==> src/hw/rtl/tsms_pkg.sv <==
// Package with shared types, constants and codes of the stroke motion sequencer.
`default_nettype none
package tsms_pkg;
	localparam int AlphaFracBitsDef = 16;
	localparam int ElapsedW = 17;

	typedef enum logic [2:0] {
		REQ_TICK = 3'd0, REQ_STARTUP = 3'd1, REQ_PUSH = 3'd2,
		REQ_UP = 3'd3, REQ_DOWN = 3'd4, REQ_OFF = 3'd5
	} req_t;

	typedef enum logic [2:0] {
		PH_OFF = 3'd0, PH_UP = 3'd1, PH_DOWN = 3'd2, PH_STARTUP = 3'd3, PH_PUSH = 3'd4
	} phase_t;

	typedef enum logic [2:0] {
		SEQ_IDLE, SEQ_DIV, SEQ_MUL1, SEQ_MUL2, SEQ_MUL3, SEQ_DONE
	} seq_state_t;

	localparam logic [2:0] REG_STROKE = 3'd0;
	localparam logic [2:0] REG_UPDUR = 3'd1;
	localparam logic [2:0] REG_DNDUR = 3'd2;
	localparam logic [2:0] REG_DNTGT = 3'd3;
	localparam logic [2:0] REG_STARTUP = 3'd4;
	localparam logic [2:0] REG_PRESS = 3'd5;

	// Request from the sequencer to the arithmetic unit.
	typedef struct packed {
		logic                start;
		logic [ElapsedW-1:0] elapsed;
		logic [15:0]         duration;
		logic signed [15:0]  from_pos;
		logic signed [15:0]  to_pos;
	} calc_req_t;
endpackage
`default_nettype wire

==> src/hw/rtl/timed_stroke_motion_sequencer_top.sv <==
// Top level of the timed stroke motion sequencer.
// A request is either a 1 ms tick or a phase command; each request yields exactly one
// result. Commands and ticks outside the up and down phases skip the smoothstep unit
// and put their result in the output register once the output is free. A tick in the
// up or down phase runs the bit-serial smoothstep unit, a restoring divide and then
// three shift-add multiplies; its result goes to the output register once the unit is
// done and the output is free, and a new request is taken only after that. One
// request is in work at a time; a finished result waits in the output register while
// the next request is taken, and a stalled output holds the following result back.
`default_nettype none
module timed_stroke_motion_sequencer_top #(
	parameter int ALPHA_FRAC_BITS = tsms_pkg::AlphaFracBitsDef
) (
	input  wire logic        clk,
	input  wire logic        arst_n,
	input  wire logic        psel,
	input  wire logic        penable,
	input  wire logic        pwrite,
	input  wire logic [4:0]  paddr,
	input  wire logic [31:0] pwdata,
	output logic [31:0]      prdata,
	output logic             pready,
	input  wire logic        in_valid,
	output logic             in_stall,
	input  wire logic [2:0]  req_type,
	input  wire logic signed [15:0] motor_position,
	output logic             out_valid,
	input  wire logic        out_stall,
	output logic [2:0]       phase,
	output logic             control_mode,
	output logic [1:0]       gain_set,
	output logic signed [15:0] target_position,
	output logic             target_valid,
	output logic             zero_pulse,
	output logic             motor_off
);
	import tsms_pkg::*;

	logic [15:0] stroke_q, updur_q, dndur_q, dntgt_q, sutime_q, press_q;
	phase_t phase_q;
	logic [ElapsedW-1:0] elapsed_q;
	logic signed [15:0] start_q;
	logic busy_q, wait_q, cready_q;
	logic [ElapsedW-1:0] el_inc;
	logic [2:0] reg_idx;
	calc_req_t creq;
	logic cdone;
	logic signed [15:0] ctarget;
	phase_t next_ph_q;
	logic res_zero_q;
	logic in_acc, out_free, fin;
	phase_t nxt_ph;
	logic [ElapsedW-1:0] nxt_el;
	logic signed [15:0] nxt_start;
	logic nxt_zero;

	assign reg_idx = paddr[4:2];
	assign pready = 1'b1;

	// Configuration registers.
	always_ff @(posedge clk or negedge arst_n) begin
		if (!arst_n) begin
			stroke_q <= 16'd0; updur_q <= 16'd750; dndur_q <= 16'd750;
			dntgt_q <= 16'd50; sutime_q <= 16'd1000; press_q <= 16'd250;
		end else if (psel && penable && pwrite) begin
			case (reg_idx)
				REG_STROKE:  stroke_q <= pwdata[15:0];
				REG_UPDUR:   updur_q  <= pwdata[15:0];
				REG_DNDUR:   dndur_q  <= pwdata[15:0];
				REG_DNTGT:   dntgt_q  <= pwdata[15:0];
				REG_STARTUP: sutime_q <= pwdata[15:0];
				REG_PRESS:   press_q  <= pwdata[15:0];
				default: ;
			endcase
		end
	end

	always_comb begin
		case (reg_idx)
			REG_STROKE:  prdata = {16'd0, stroke_q};
			REG_UPDUR:   prdata = {16'd0, updur_q};
			REG_DNDUR:   prdata = {16'd0, dndur_q};
			REG_DNTGT:   prdata = {16'd0, dntgt_q};
			REG_STARTUP: prdata = {16'd0, sutime_q};
			REG_PRESS:   prdata = {16'd0, press_q};
			default:     prdata = 32'd0;
		endcase
	end

	assign in_stall = busy_q;
	assign in_acc   = in_valid && !busy_q;
	assign out_free = !out_valid || !out_stall;
	assign fin      = busy_q && (!wait_q || cready_q) && out_free;
	assign el_inc   = (elapsed_q == '1) ? elapsed_q : elapsed_q + 1'b1;

	// Smoothstep request for a tick in the up or down phase.
	always_comb begin
		creq.start    = in_acc && req_type == REQ_TICK &&
			(phase_q == PH_UP || phase_q == PH_DOWN);
		creq.elapsed  = el_inc;
		creq.duration = (phase_q == PH_UP) ? updur_q : dndur_q;
		creq.from_pos = start_q;
		creq.to_pos   = (phase_q == PH_UP) ? stroke_q : dntgt_q;
	end

	tsms_calc #(.ALPHA_FRAC_BITS(ALPHA_FRAC_BITS)) u_calc (
		.clk(clk), .arst_n(arst_n), .req(creq), .done(cdone), .target(ctarget)
	);

	// Next phase, elapsed time and start position for the request on the input.
	always_comb begin
		nxt_ph = phase_q;
		nxt_el = elapsed_q;
		nxt_start = start_q;
		nxt_zero = 1'b0;
		case (req_type)
			REQ_TICK: begin
				if (phase_q != PH_OFF) begin
					nxt_el = el_inc;
					case (phase_q)
						PH_STARTUP: if (el_inc > ElapsedW'(sutime_q)) begin
							nxt_zero = 1'b1; nxt_ph = PH_OFF;
						end
						PH_PUSH: if (el_inc > ElapsedW'(press_q)) begin
							nxt_zero = 1'b1; nxt_ph = PH_UP;
							nxt_el = '0; nxt_start = '0;
						end
						PH_UP: if (el_inc > ElapsedW'(updur_q)) nxt_ph = PH_OFF;
						PH_DOWN: if (el_inc > ElapsedW'(dndur_q)) begin
							nxt_ph = PH_PUSH; nxt_el = '0;
							nxt_start = motor_position;
						end
						default: nxt_ph = PH_OFF;
					endcase
				end
			end
			REQ_STARTUP: begin nxt_ph = PH_STARTUP; nxt_el = '0; nxt_start = '0; end
			REQ_PUSH: begin nxt_ph = PH_PUSH; nxt_el = '0; nxt_start = motor_position; end
			REQ_UP: begin nxt_ph = PH_UP; nxt_el = '0; nxt_start = motor_position; end
			REQ_DOWN: begin nxt_ph = PH_DOWN; nxt_el = '0; nxt_start = motor_position; end
			REQ_OFF: nxt_ph = PH_OFF;
			default: ;
		endcase
	end

	// Phase sequencing and result register.
	always_ff @(posedge clk or negedge arst_n) begin
		if (!arst_n) begin
			phase_q <= PH_OFF; elapsed_q <= '0; start_q <= '0;
			busy_q <= 1'b0; wait_q <= 1'b0; cready_q <= 1'b0; out_valid <= 1'b0;
			phase <= '0; control_mode <= 1'b0; gain_set <= '0;
			target_position <= '0; target_valid <= 1'b0; zero_pulse <= 1'b0;
			motor_off <= 1'b1; next_ph_q <= PH_OFF; res_zero_q <= 1'b0;
		end else begin
			if (out_valid && !out_stall && !fin) out_valid <= 1'b0;
			if (in_acc) begin
				busy_q <= 1'b1;
				wait_q <= creq.start;
				cready_q <= 1'b0;
				next_ph_q <= nxt_ph;
				elapsed_q <= nxt_el;
				start_q <= nxt_start;
				res_zero_q <= nxt_zero;
			end else if (fin) begin
				busy_q <= 1'b0; wait_q <= 1'b0; cready_q <= 1'b0; out_valid <= 1'b1;
				phase_q <= next_ph_q;
				phase <= next_ph_q;
				control_mode <= (next_ph_q == PH_UP || next_ph_q == PH_DOWN);
				gain_set <= (next_ph_q == PH_UP) ? 2'd1 : (next_ph_q == PH_DOWN) ? 2'd2 : 2'd0;
				target_position <= wait_q ? ctarget : 16'sd0;
				target_valid <= wait_q;
				zero_pulse <= res_zero_q;
				motor_off <= (next_ph_q == PH_OFF);
			end else if (busy_q && wait_q && cdone) begin
				// The smoothstep target stays in the unit until the output is free.
				cready_q <= 1'b1;
			end
		end
	end
endmodule
`default_nettype wire

==> src/hw/rtl/tsms_calc.sv <==
// Bit-serial smoothstep unit: restoring divide, then three shift-add multiplies.
`default_nettype none
module tsms_calc #(
	parameter int ALPHA_FRAC_BITS = tsms_pkg::AlphaFracBitsDef
) (
	input  wire logic                clk,
	input  wire logic                arst_n,
	input  wire tsms_pkg::calc_req_t req,
	output logic                     done,
	output logic signed [15:0]       target
);
	import tsms_pkg::*;

	localparam int F = ALPHA_FRAC_BITS;
	localparam int AW = F + 1;              // alpha holds up to 2^F
	localparam int NW = ElapsedW + F;       // dividend width
	localparam int SW = F + 2;              // 3*2^F - 2*alpha width
	localparam int DW = 17;                 // delta width
	localparam int PW = AW + DW;            // final product width
	localparam int CW = $clog2(NW + 1);
	localparam logic [AW-1:0] ONE = AW'(1) << F;

	seq_state_t state_q, state_d;
	logic [CW-1:0] cnt_q;
	logic [NW-1:0] num_q;          // dividend shifting out, quotient shifting in
	logic [16:0]   rem_q;
	logic [15:0]   dur_q;
	logic [2*AW-1:0] acc_q;
	logic [2*AW-1:0] mcand_q;
	logic [SW-1:0]   mplr_q;
	logic [AW-1:0]   alpha_q;
	logic signed [15:0] from_q;
	logic signed [DW-1:0] delta_q;
	logic signed [PW:0] prod_q;
	logic signed [15:0] target_q;

	logic [17:0] rem_sh;
	logic [17:0] rem_try;
	logic [NW-1:0] quo;
	logic [AW-1:0] alpha_c;
	logic signed [PW:0] pos_w;

	// One quotient bit per cycle.
	assign rem_sh  = {rem_q, num_q[NW-1]};
	assign rem_try = rem_sh - {2'b0, dur_q};
	assign quo     = num_q;
	assign alpha_c = (dur_q == '0 || quo > NW'(ONE)) ? ONE : quo[AW-1:0];

	// Quotient of the signed product by 2^F truncates toward zero.
	always_comb begin
		pos_w = (prod_q + ((prod_q < 0) ? (PW+1)'((1 << F) - 1) : (PW+1)'(0))) >>> F;
		pos_w = pos_w + (PW+1)'(from_q);
	end

	always_ff @(posedge clk or negedge arst_n) begin
		if (!arst_n) begin
			state_q <= SEQ_IDLE;
			cnt_q   <= '0;
		end else begin
			state_q <= state_d;
			if (state_q != state_d) cnt_q <= '0;
			else cnt_q <= cnt_q + 1'b1;
		end
	end

	always_comb begin
		state_d = state_q;
		case (state_q)
			SEQ_IDLE: if (req.start) state_d = SEQ_DIV;
			SEQ_DIV:  if (cnt_q == CW'(NW - 1)) state_d = SEQ_MUL1;
			SEQ_MUL1: if (cnt_q == CW'(AW)) state_d = SEQ_MUL2;
			SEQ_MUL2: if (cnt_q == CW'(SW - 1)) state_d = SEQ_MUL3;
			SEQ_MUL3: if (cnt_q == CW'(DW - 1)) state_d = SEQ_DONE;
			SEQ_DONE: state_d = SEQ_IDLE;
			default:  state_d = SEQ_IDLE;
		endcase
	end

	// Datapath: the divide and multiply phases each take one bit of a quotient or multiplier per cycle.
	always_ff @(posedge clk) begin
		case (state_q)
			SEQ_IDLE: begin
				num_q   <= NW'(req.elapsed) << F;
				rem_q   <= '0;
				dur_q   <= req.duration;
				from_q  <= req.from_pos;
				delta_q <= DW'(req.to_pos) - DW'(req.from_pos);
			end
			SEQ_DIV: begin
				if (!rem_try[17]) begin
					rem_q <= rem_try[16:0];
					num_q <= {num_q[NW-2:0], 1'b1};
				end else begin
					rem_q <= rem_sh[16:0];
					num_q <= {num_q[NW-2:0], 1'b0};
				end
				if (cnt_q == CW'(NW - 1)) begin
					// MUL1 follows, which loads alpha and multiplies it by itself.
					acc_q <= '0;
				end
			end
			SEQ_MUL1: begin
				// Load alpha, then one multiplier bit per cycle, the top bit on the last.
				if (cnt_q == '0) begin
					alpha_q <= alpha_c;
					mcand_q <= (2*AW)'(alpha_c);
					mplr_q  <= SW'(alpha_c);
					acc_q   <= '0;
				end else if (cnt_q == CW'(AW)) begin
					mplr_q  <= (SW'(3) << F) - (SW'(alpha_q) << 1);
					mcand_q <= (2*AW)'(((mplr_q[0] ? acc_q + mcand_q : acc_q)) >> F);
					acc_q   <= '0;
				end else begin
					if (mplr_q[0]) acc_q <= acc_q + mcand_q;
					mcand_q <= mcand_q << 1;
					mplr_q  <= mplr_q >> 1;
				end
			end
			SEQ_MUL2: begin
				if (cnt_q == CW'(SW - 1)) begin
					mcand_q <= (2*AW)'(((mplr_q[0] ? acc_q + mcand_q : acc_q)) >> F);
					prod_q  <= '0;
				end else begin
					if (mplr_q[0]) acc_q <= acc_q + mcand_q;
					mcand_q <= mcand_q << 1;
					mplr_q  <= mplr_q >> 1;
				end
			end
			SEQ_MUL3: begin
				// Signed multiply, two's complement on the top delta bit.
				if (cnt_q == CW'(DW - 1)) begin
					if (delta_q[cnt_q[$clog2(DW)-1:0]])
						prod_q <= prod_q - ((PW+1)'(mcand_q[AW-1:0]) << (DW - 1));
				end else if (delta_q[cnt_q[$clog2(DW)-1:0]]) begin
					prod_q <= prod_q + ((PW+1)'(mcand_q[AW-1:0]) << cnt_q);
				end
			end
			SEQ_DONE: begin
				if (pos_w > 32767) target_q <= 16'sd32767;
				else if (pos_w < -32768) target_q <= -16'sd32768;
				else target_q <= pos_w[15:0];
			end
			default: ;
		endcase
	end

	assign done   = (state_q == SEQ_DONE);
	assign target = target_q;
endmodule
`default_nettype wire

==> config.mk <==
export PLATFORM = sky130hd
export DESIGN_NAME = timed_stroke_motion_sequencer_top
export DESIGN_NICKNAME = d
export VERILOG_FILES = /design/src/hw/rtl/tsms_pkg.sv /design/src/hw/rtl/timed_stroke_motion_sequencer_top.sv /design/src/hw/rtl/tsms_calc.sv
export SDC_FILE = /design/constraint.sdc
export NUM_CORES = 1
export LEC_CHECK = 0
export BUFFER_PORTS_ARGS = -buffer_cell sky130_fd_sc_hd__buf_2
export CAP_MARGIN = 40
export CORE_UTILIZATION = 40
export CTS_CLUSTER_DIAMETER = 60
export DETAILED_ROUTE_END_ITERATION = 16
export GPL_TIMING_DRIVEN = 0
export SKIP_CTS_REPAIR_TIMING = 1
export SYNTH_ARGS = -nofsm -noshare
export SYNTH_HDL_FRONTEND = slang
export SYNTH_SLANG_ARGS = --single-unit
==> constraint.sdc <==
create_clock -name clk -period 15.75 [get_ports clk]
set_input_delay 3.15 -clock clk [delete_from_list [all_inputs] [get_ports clk]]
set_output_delay 3.15 -clock clk [all_outputs]
set_load 0.02 [all_outputs]
==> flow_summary.toml, run 1 <==
[clock_network]
cts_tree = "done"
cts_buffers = 55
clock_sinks = 424
cts-root-buf = "clkbuf_16"
insertion_delay_ns = 0.64
clockBufferDepth = 3
htreeDepth = 2
path_clk_slew_ns = 0.06

[drt]
drt_first_pass_iters = 6
vias = 23200
drt-total-wl_mm = 81.6
drt-initial-drc-count = 1812
drc = 0
viasPerCell = 5.57
antenna_left = 0
wl_per_cell_um = 19.6

[placement]
numPortBuffers = 85
dpl.hpwl_mm = 61.8
routabilityCongestion = 0.935
place_inst = 4053

[layout]
fin_cells = 4158
area_growth_pct = 13.4
drive_gt1_share_pct = 11.1
fill_cells = 6700
nNetsFinal = 3461

[sta]
clock.fmax_mhz = 118
rsz0062_at_grt = "no"
finClkSkew_ns = 0.0325
fin_crit_ns = 8.47
worstMarginPinSlew_ns = 0.938
relSlewSlack_pct = 37.4
hold_viol = 0
final-setup-viol-count = 0
final_max_slew_viol_count = 0
finalCritPeriodShare_pct = 53.8
setup_tns_ns = 0

[die]
row_count = 97
die_h_um = 269
die_w_um = 269
core_area_mm2 = 0.0703
io_pins = 123
die-area_mm2 = 0.0724
start_util_pct = 40.6

[critical_path]
worstSetupEndpointType = "output pin"
critical_path.max_stage_delay_ns = 0.49
crit_slowest_cell = "clkbuf_1"
crit_start = "paddr[4]"
crit_fanout = 10
r2r_cells = 23
crit_path_frequent_cell = "clkbuf_1"
r2r-start = "u_calc.prod_q[34]$_SDFFCE_PP0P_"
crit_family = "buffers and inverters"
regToRegSetupSlack_ns = 8.91
crit_buf_inv = 5
worstPathArrival_ns = 5.32
r2r-end = "u_calc.target[6]$_SDFFCE_PN1P_"
crit_type = "in2out"
cp-start-kind = "input port"
critPathRequiredTime_ns = 12.60
crit_chain = "clkbuf_1 -> and3b_1 -> clkbuf_1 -> inv_1 -> clkbuf_1 -> o21ai_0 -> a221oi_1 -> o221ai_1 -> buf_2"

[synth]
synth-edff-count = 253
ys_ff_latch = 424
syn_area_mm2 = 0.0285
syn-instance-count = 2993
synthDistinctLibCells = 94
syn_avg_cell_area_um2 = 9.54
synthFlopType = "edfxtp_1"
synth.yosys.seq_area_share_pct = 41.7
ys_warn_count = 0
ys_async_sr_fraction_pct = 40.3

[hold_path]
min_to = "u_calc.from_q[10]$_DFFE_PP_"
min_from = "start_q[10]$_DFFE_PN0P_"
hold_path.class = "reg2reg"
min_path_cells = 0

[status]
run_status = "finished, final reports clean"

[grt]
grt_pass1_wl_mm = 128
globalRouteTotalUtil_pct = 22.2
grt_start_max_net_pins = 103
grt_antenna_before_repair = 1
grt_pass1_vias = 22700
grt-ovfl-total = 0

[power]
cellLeakagePower_uw = 0.0141
ir_drop_mv = 0.0876
pwr_density_cell_mw_per_mm2 = 104

[job]
maxCapViolations = 0
## Yosys cell counts (30+ instances only)
cell | n | area (um2)
mux2i_1 | 80 | 801
nor2_1 | 258 | 968
mux2_2 | 64 | 721
a21o_1 | 63 | 473
and3_1 | 54 | 338
inv_1 | 187 | 702
nor3_1 | 45 | 225
o21ai_0 | 245 | 1230
a21oi_1 | 158 | 791
xnor2_1 | 94 | 823
clkbuf_1 | 107 | 402
and2_1 | 35 | 219
dfrtp_1 | 141 | 3530
nand3_1 | 67 | 335
nand2_1 | 315 | 1180
a211oi_1 | 33 | 248
xor2_1 | 54 | 473
dfstp_2 | 30 | 788
o21a_1 | 31 | 233
edfxtp_1 | 253 | 7600
ha_1 | 221 | 2770
## cells by family after synthesis
family	share of synthesized area (%)
adders and majority gates	10.1
buffers and inverters	4.58
muxes	6.12
xor gates and xnor gates	4.60
AOI/OAI and AO/OA	17.7
and+or+nand+nor	15.1
other	0.0263
DFF	41.7
## layer usage
layer | routed length, um | track usage, % | vias to the layer above
met5 | 0 | 0 | -
met4 | 2900 | 8.21 | 0
met3 | 4320 | 2.76 | 152
met2 | 38000 | 36.8 | 644
met1 | 36300 | 29.6 | 11100
li1 | - | - | 11200
## power by group
group | internal, uW | switching (uW) | total [uW]
combinational | 267 | 421 | 689
clock | 759 | 537 | 1300
sequential | 1310 | 60.9 | 1370
total | 2340 | 1020 | 3360
## worst max-delay path by stage
stage | endpoint | slack [ns] | depth (start not counted)
final | prdata[7] | 7.28 | 9
after global routing | prdata[7] | 7.12 | 9
after CTS | prdata[7] | 7.31 | 9
after detailed placement | prdata[7] | 7.33 | 9
after global placement | prdata[1] | 6.62 | 7
after floorplan | prdata[1] | 7.85 | 6
## cells in the final DEF, fill, tap and decap left out, drive strengths merged, types with 45 or more instances in the layout
cell and instances:
nor2 258, a21oi 160, o21ai 259, edfxtp 253
inv 194, nand2 315, nand3 68, mux2i 80
and3 55, ha 221, xor2 54, mux2 64
a21o 63, dfrtp 141, xnor2 95, buf 135
clkbuf 172, nor3 45
## per-stage QoR
stage	total power, uW	area (um2)	util (%)	setup WS, ns	hold WS [ns]
finish	3360	32400	46.1	7.28	0.429
global route	3500	32400	46.1	7.12	0.448
CTS	3380	32300	46.0	7.31	0.429
detailed placement	2080	30500	43.4	7.33	0.430
global placement	2070	30200	43.0	6.62	0.428
floorplan	1850	28600	-	7.85	0.425
## sequential cells by signal (all words and copies together) (netlist names), 17 cells and up
name	flops
u_calc.num_q	33
u_calc.rem_q	17
u_calc.mplr_q	18
elapsed_q	17
u_calc.acc_q	34
u_calc.mcand_q	34
u_calc.prod_q	35
u_calc.delta_q	17
u_calc.alpha_q	17
## area by class of cell
| type | count | area, um2 | area share (%) |
|---|---|---|---|
| multi-input combinational | 2258 | 15400 | 47.7 |
| buffer | 136 | 597 | 1.84 |
| timing repair buffer | 106 | 672 | 2.08 |
| inverter | 190 | 713 | 2.20 |
| antenna | 1 | 2.50 | 0.00773 |
| clock inverter | 38 | 432 | 1.33 |
| tap | 940 | 1180 | 3.63 |
| clock buffer | 65 | 1430 | 4.43 |
| sequential | 424 | 11900 | 36.8 |
Power figures use the tool's default switching activity.
==> run 2: changes to the inputs <==
--- a/config.mk
+++ b/config.mk
@@ -5,6 +5,7 @@
 export SDC_FILE = /design/constraint.sdc
 export NUM_CORES = 1
 export LEC_CHECK = 0
+export ABC_AREA = 1
 export BUFFER_PORTS_ARGS = -buffer_cell sky130_fd_sc_hd__buf_2
 export CAP_MARGIN = 40
 export CORE_UTILIZATION = 40
==> constraint.sdc (replaced) <==
create_clock -name clk -period 7 [get_ports clk]
set_input_delay 1.4 -clock clk [delete_from_list [all_inputs] [get_ports clk]]
set_output_delay 1.4 -clock clk [all_outputs]
set_load 0.02 [all_outputs]
==> flow_summary.toml, run 2 <==
[status]
run_status = "finished, final reports clean"

[die]
die-area_mm2 = 0.0777
row_count = 101
die_w_um = 279
start_util_pct = 40.4
core_area_mm2 = 0.0758
io_pins = 123
die_h_um = 279

[clock_network]
clock_sinks = 424
cts_tree = "done"
htreeDepth = 2
cts_buffers = 52
insertion_delay_ns = 0.65
cts-root-buf = "clkbuf_16"
path_clk_slew_ns = 0.06
clockBufferDepth = 3

[synth]
synth_top_cell_area_share_pct = 24.8
syn_avg_cell_area_um2 = 7.60
syn_area_mm2 = 0.0306
synth_top_cells_by_area = "edfxtp_1, dfrtp_1, nand2_1"
synth_top_cells_by_count = "nand2_1, inv_1, nor2_1, o21ai_0, a21oi_1"
syn-instance-count = 4027
synth.yosys.seq_area_share_pct = 38.9
synthDistinctLibCells = 61
yosysTopAreaCell = "edfxtp_1"
ys_ff_latch = 424
synth-edff-count = 253
ys_async_sr_fraction_pct = 40.3
synthFlopType = "edfxtp_1"
synth.most_common_cell = "nand2_1"
ys_warn_count = 0

[sta]
setup_tns_ns = 0
rsz0062_at_grt = "no"
hold_viol = 0
relSlewSlack_pct = 34.9
final-setup-viol-count = 0
worstMarginPinSlew_ns = 0.966
finClkSkew_ns = 0.0700
final_max_slew_viol_count = 0
fin_crit_ns = 5.07
clock.fmax_mhz = 197
finalCritPeriodShare_pct = 72.4

[layout]
fin_util_pct = 45.3
mostFrequentLayoutCells = "nand2_1, inv_1, nor2_1, o21ai_0, a21oi_1"
final_common_cell = "nand2_1"
drive_gt1_share_pct = 7.55
largest_reg_flops = 35
antennaDiodeCount = 0
nNetsFinal = 4484
largest_register = "u_calc.prod_q"
area_growth_pct = 12.3
fin_area_mm2 = 0.0344
reg.largest.list = "u_calc.prod_q: 35 flops, u_calc.acc_q: 34 flops, u_calc.mcand_q: 34 flops"

[critical_path]
crit_fanout = 19
worstPathArrival_ns = 5.41
crit_chain = "ha_1 -> nand3_1 -> nand2_1 -> a31oi_1 -> o21bai_1 -> nand2_1 -> a21oi_1 -> nand3_1 -> nor2_1 -> xor2_1 -> ha_1 -> nand2_1 -> inv_1 -> nand3_1 -> nor3_1 -> nand4_1 -> nand3_1 -> xor2_1 -> nor2_1 -> a21o_1 -> buf_2 -> nand2_1"
worstSetupEndpointType = "register"
r2r-end = "u_calc.target[5]$_SDFFCE_PN1P_"
cp-start-kind = "register"
r2r-start = "u_calc.prod_q[34]$_SDFFCE_PP0P_"
regToRegSetupSlack_ns = 1.93
critical_path.max_stage_delay_ns = 0.75
critPathRequiredTime_ns = 7.34
crit_family = "simple AND/OR/NAND/NOR gates"
r2r_cells = 22
crit_buf_inv = 2
crit_slowest_cell = "edfxtp_1"
crit_type = "reg2reg"

[placement]
post_dp_cell_area_mm2 = 0.0325
numPortBuffers = 86
dpl.hpwl_mm = 76.1
routabilityCongestion = 0.984

[grt]
grt_start_max_net_pins = 104
globalRouteTotalUtil_pct = 24.1
grt-ovfl-total = 0
grt_pass1_vias = 27000
grt_antenna_before_repair = 0
grt_pass1_wl_mm = 148

[power]
pwr_density_cell_mw_per_mm2 = 228
ir_drop_mv = 0.234
cellLeakagePower_uw = 0.0163

[hold_path]
min_path_cells = 2
hold_path.class = "reg2reg"
min_to = "zero_pulse$_DFFE_PN0P_"
min_from = "zero_pulse$_DFFE_PN0P_"

[drt]
drt-initial-drc-count = 2031
drc = 0
drt_first_pass_iters = 8
drt-total-wl_mm = 94.9
wl_per_cell_um = 18.2
vias = 27800
viasPerCell = 5.33
antenna_left = 0

[job]
maxCapViolations = 0
[run 2: where the power goes]
group,internal [uW],switching [uW]
clock,1690,1170
combinational,598,1240
sequential,2950,176
[run 2: worst register-to-register path: cells and delay by family, from the launching register on]
family,cells,cell delay (ns)
fa+ha+maj,2,0.84
simple gates,12,1.71
buf+inv,2,0.32
compound gates,4,1.02
flops,1,0.75
xor+xnor,2,0.20
[run 2: final cells by class]
cell class	instances	area [um2]
tap	978	1220
buffer	125	586
multi-input combinational	2962	16200
inverter	531	1990
timing repair buffer	98	604
clock buffer	64	1390
sequential	424	11900
fill	7672	41400
clock inverter	34	458
[run 2: cells by family (layout without fill, tap and decap cells)]
group / Yosys count / in the layout / synth area share [%]
other: 2 / 17 / 0.0245
buffers and inverters: 656 / 852 / 8.42
AOI/OAI and AO/OA: 894 / 894 / 16.4
muxes: 4 / 4 / 0.131
adders and majority gates: 227 / 227 / 9.42
DFF: 424 / 424 / 38.9
xor gates and xnor gates: 108 / 108 / 3.09
and+or+nand+nor: 1712 / 1712 / 23.6
[run 2: worst max path at each step]
stage	depth (start not counted)	slack, ns	from	end
2_1_floorplan	5	2.46	u_calc.state_q[0]$_DFF_PN0_	u_calc.num_q[0]$_SDFFCE_PN0P_
3_3_place_gp	5	0.85	u_calc.state_q[0]$_DFF_PN0_	u_calc.rem_q[8]$_SDFFCE_PN0P_
3_5_place_dp	22	1.90	u_calc.prod_q[34]$_SDFFCE_PP0P_	u_calc.target[13]$_SDFFCE_PN1P_
4_1_cts	22	1.88	u_calc.prod_q[34]$_SDFFCE_PP0P_	u_calc.target[5]$_SDFFCE_PN1P_
5_1_grt	25	1.38	u_calc.prod_q[34]$_SDFFCE_PP0P_	u_calc.target[5]$_SDFFCE_PN1P_
6_report	22	1.93	u_calc.prod_q[34]$_SDFFCE_PP0P_	u_calc.target[5]$_SDFFCE_PN1P_
[run 2: metal layers]
layer  track usage (%)  wire, um
met2              40.8     44700
met1              31.7     41900
met5                 0         0
met4              9.37      3610
met3              2.49      4710
[run 2: stage by stage]
stage                     cells  setup slack [ns]  power [uW]  hold slack, ns
after detailed placement   5118              1.90        4990           0.467
final                      5216              1.93        7830           0.482
after global placement     5106             0.848        4960           0.465
after global routing       5216              1.38        8210           0.500
after floorplan            4042              2.46        4360           0.447
after CTS                  5216              1.88        7870           0.482
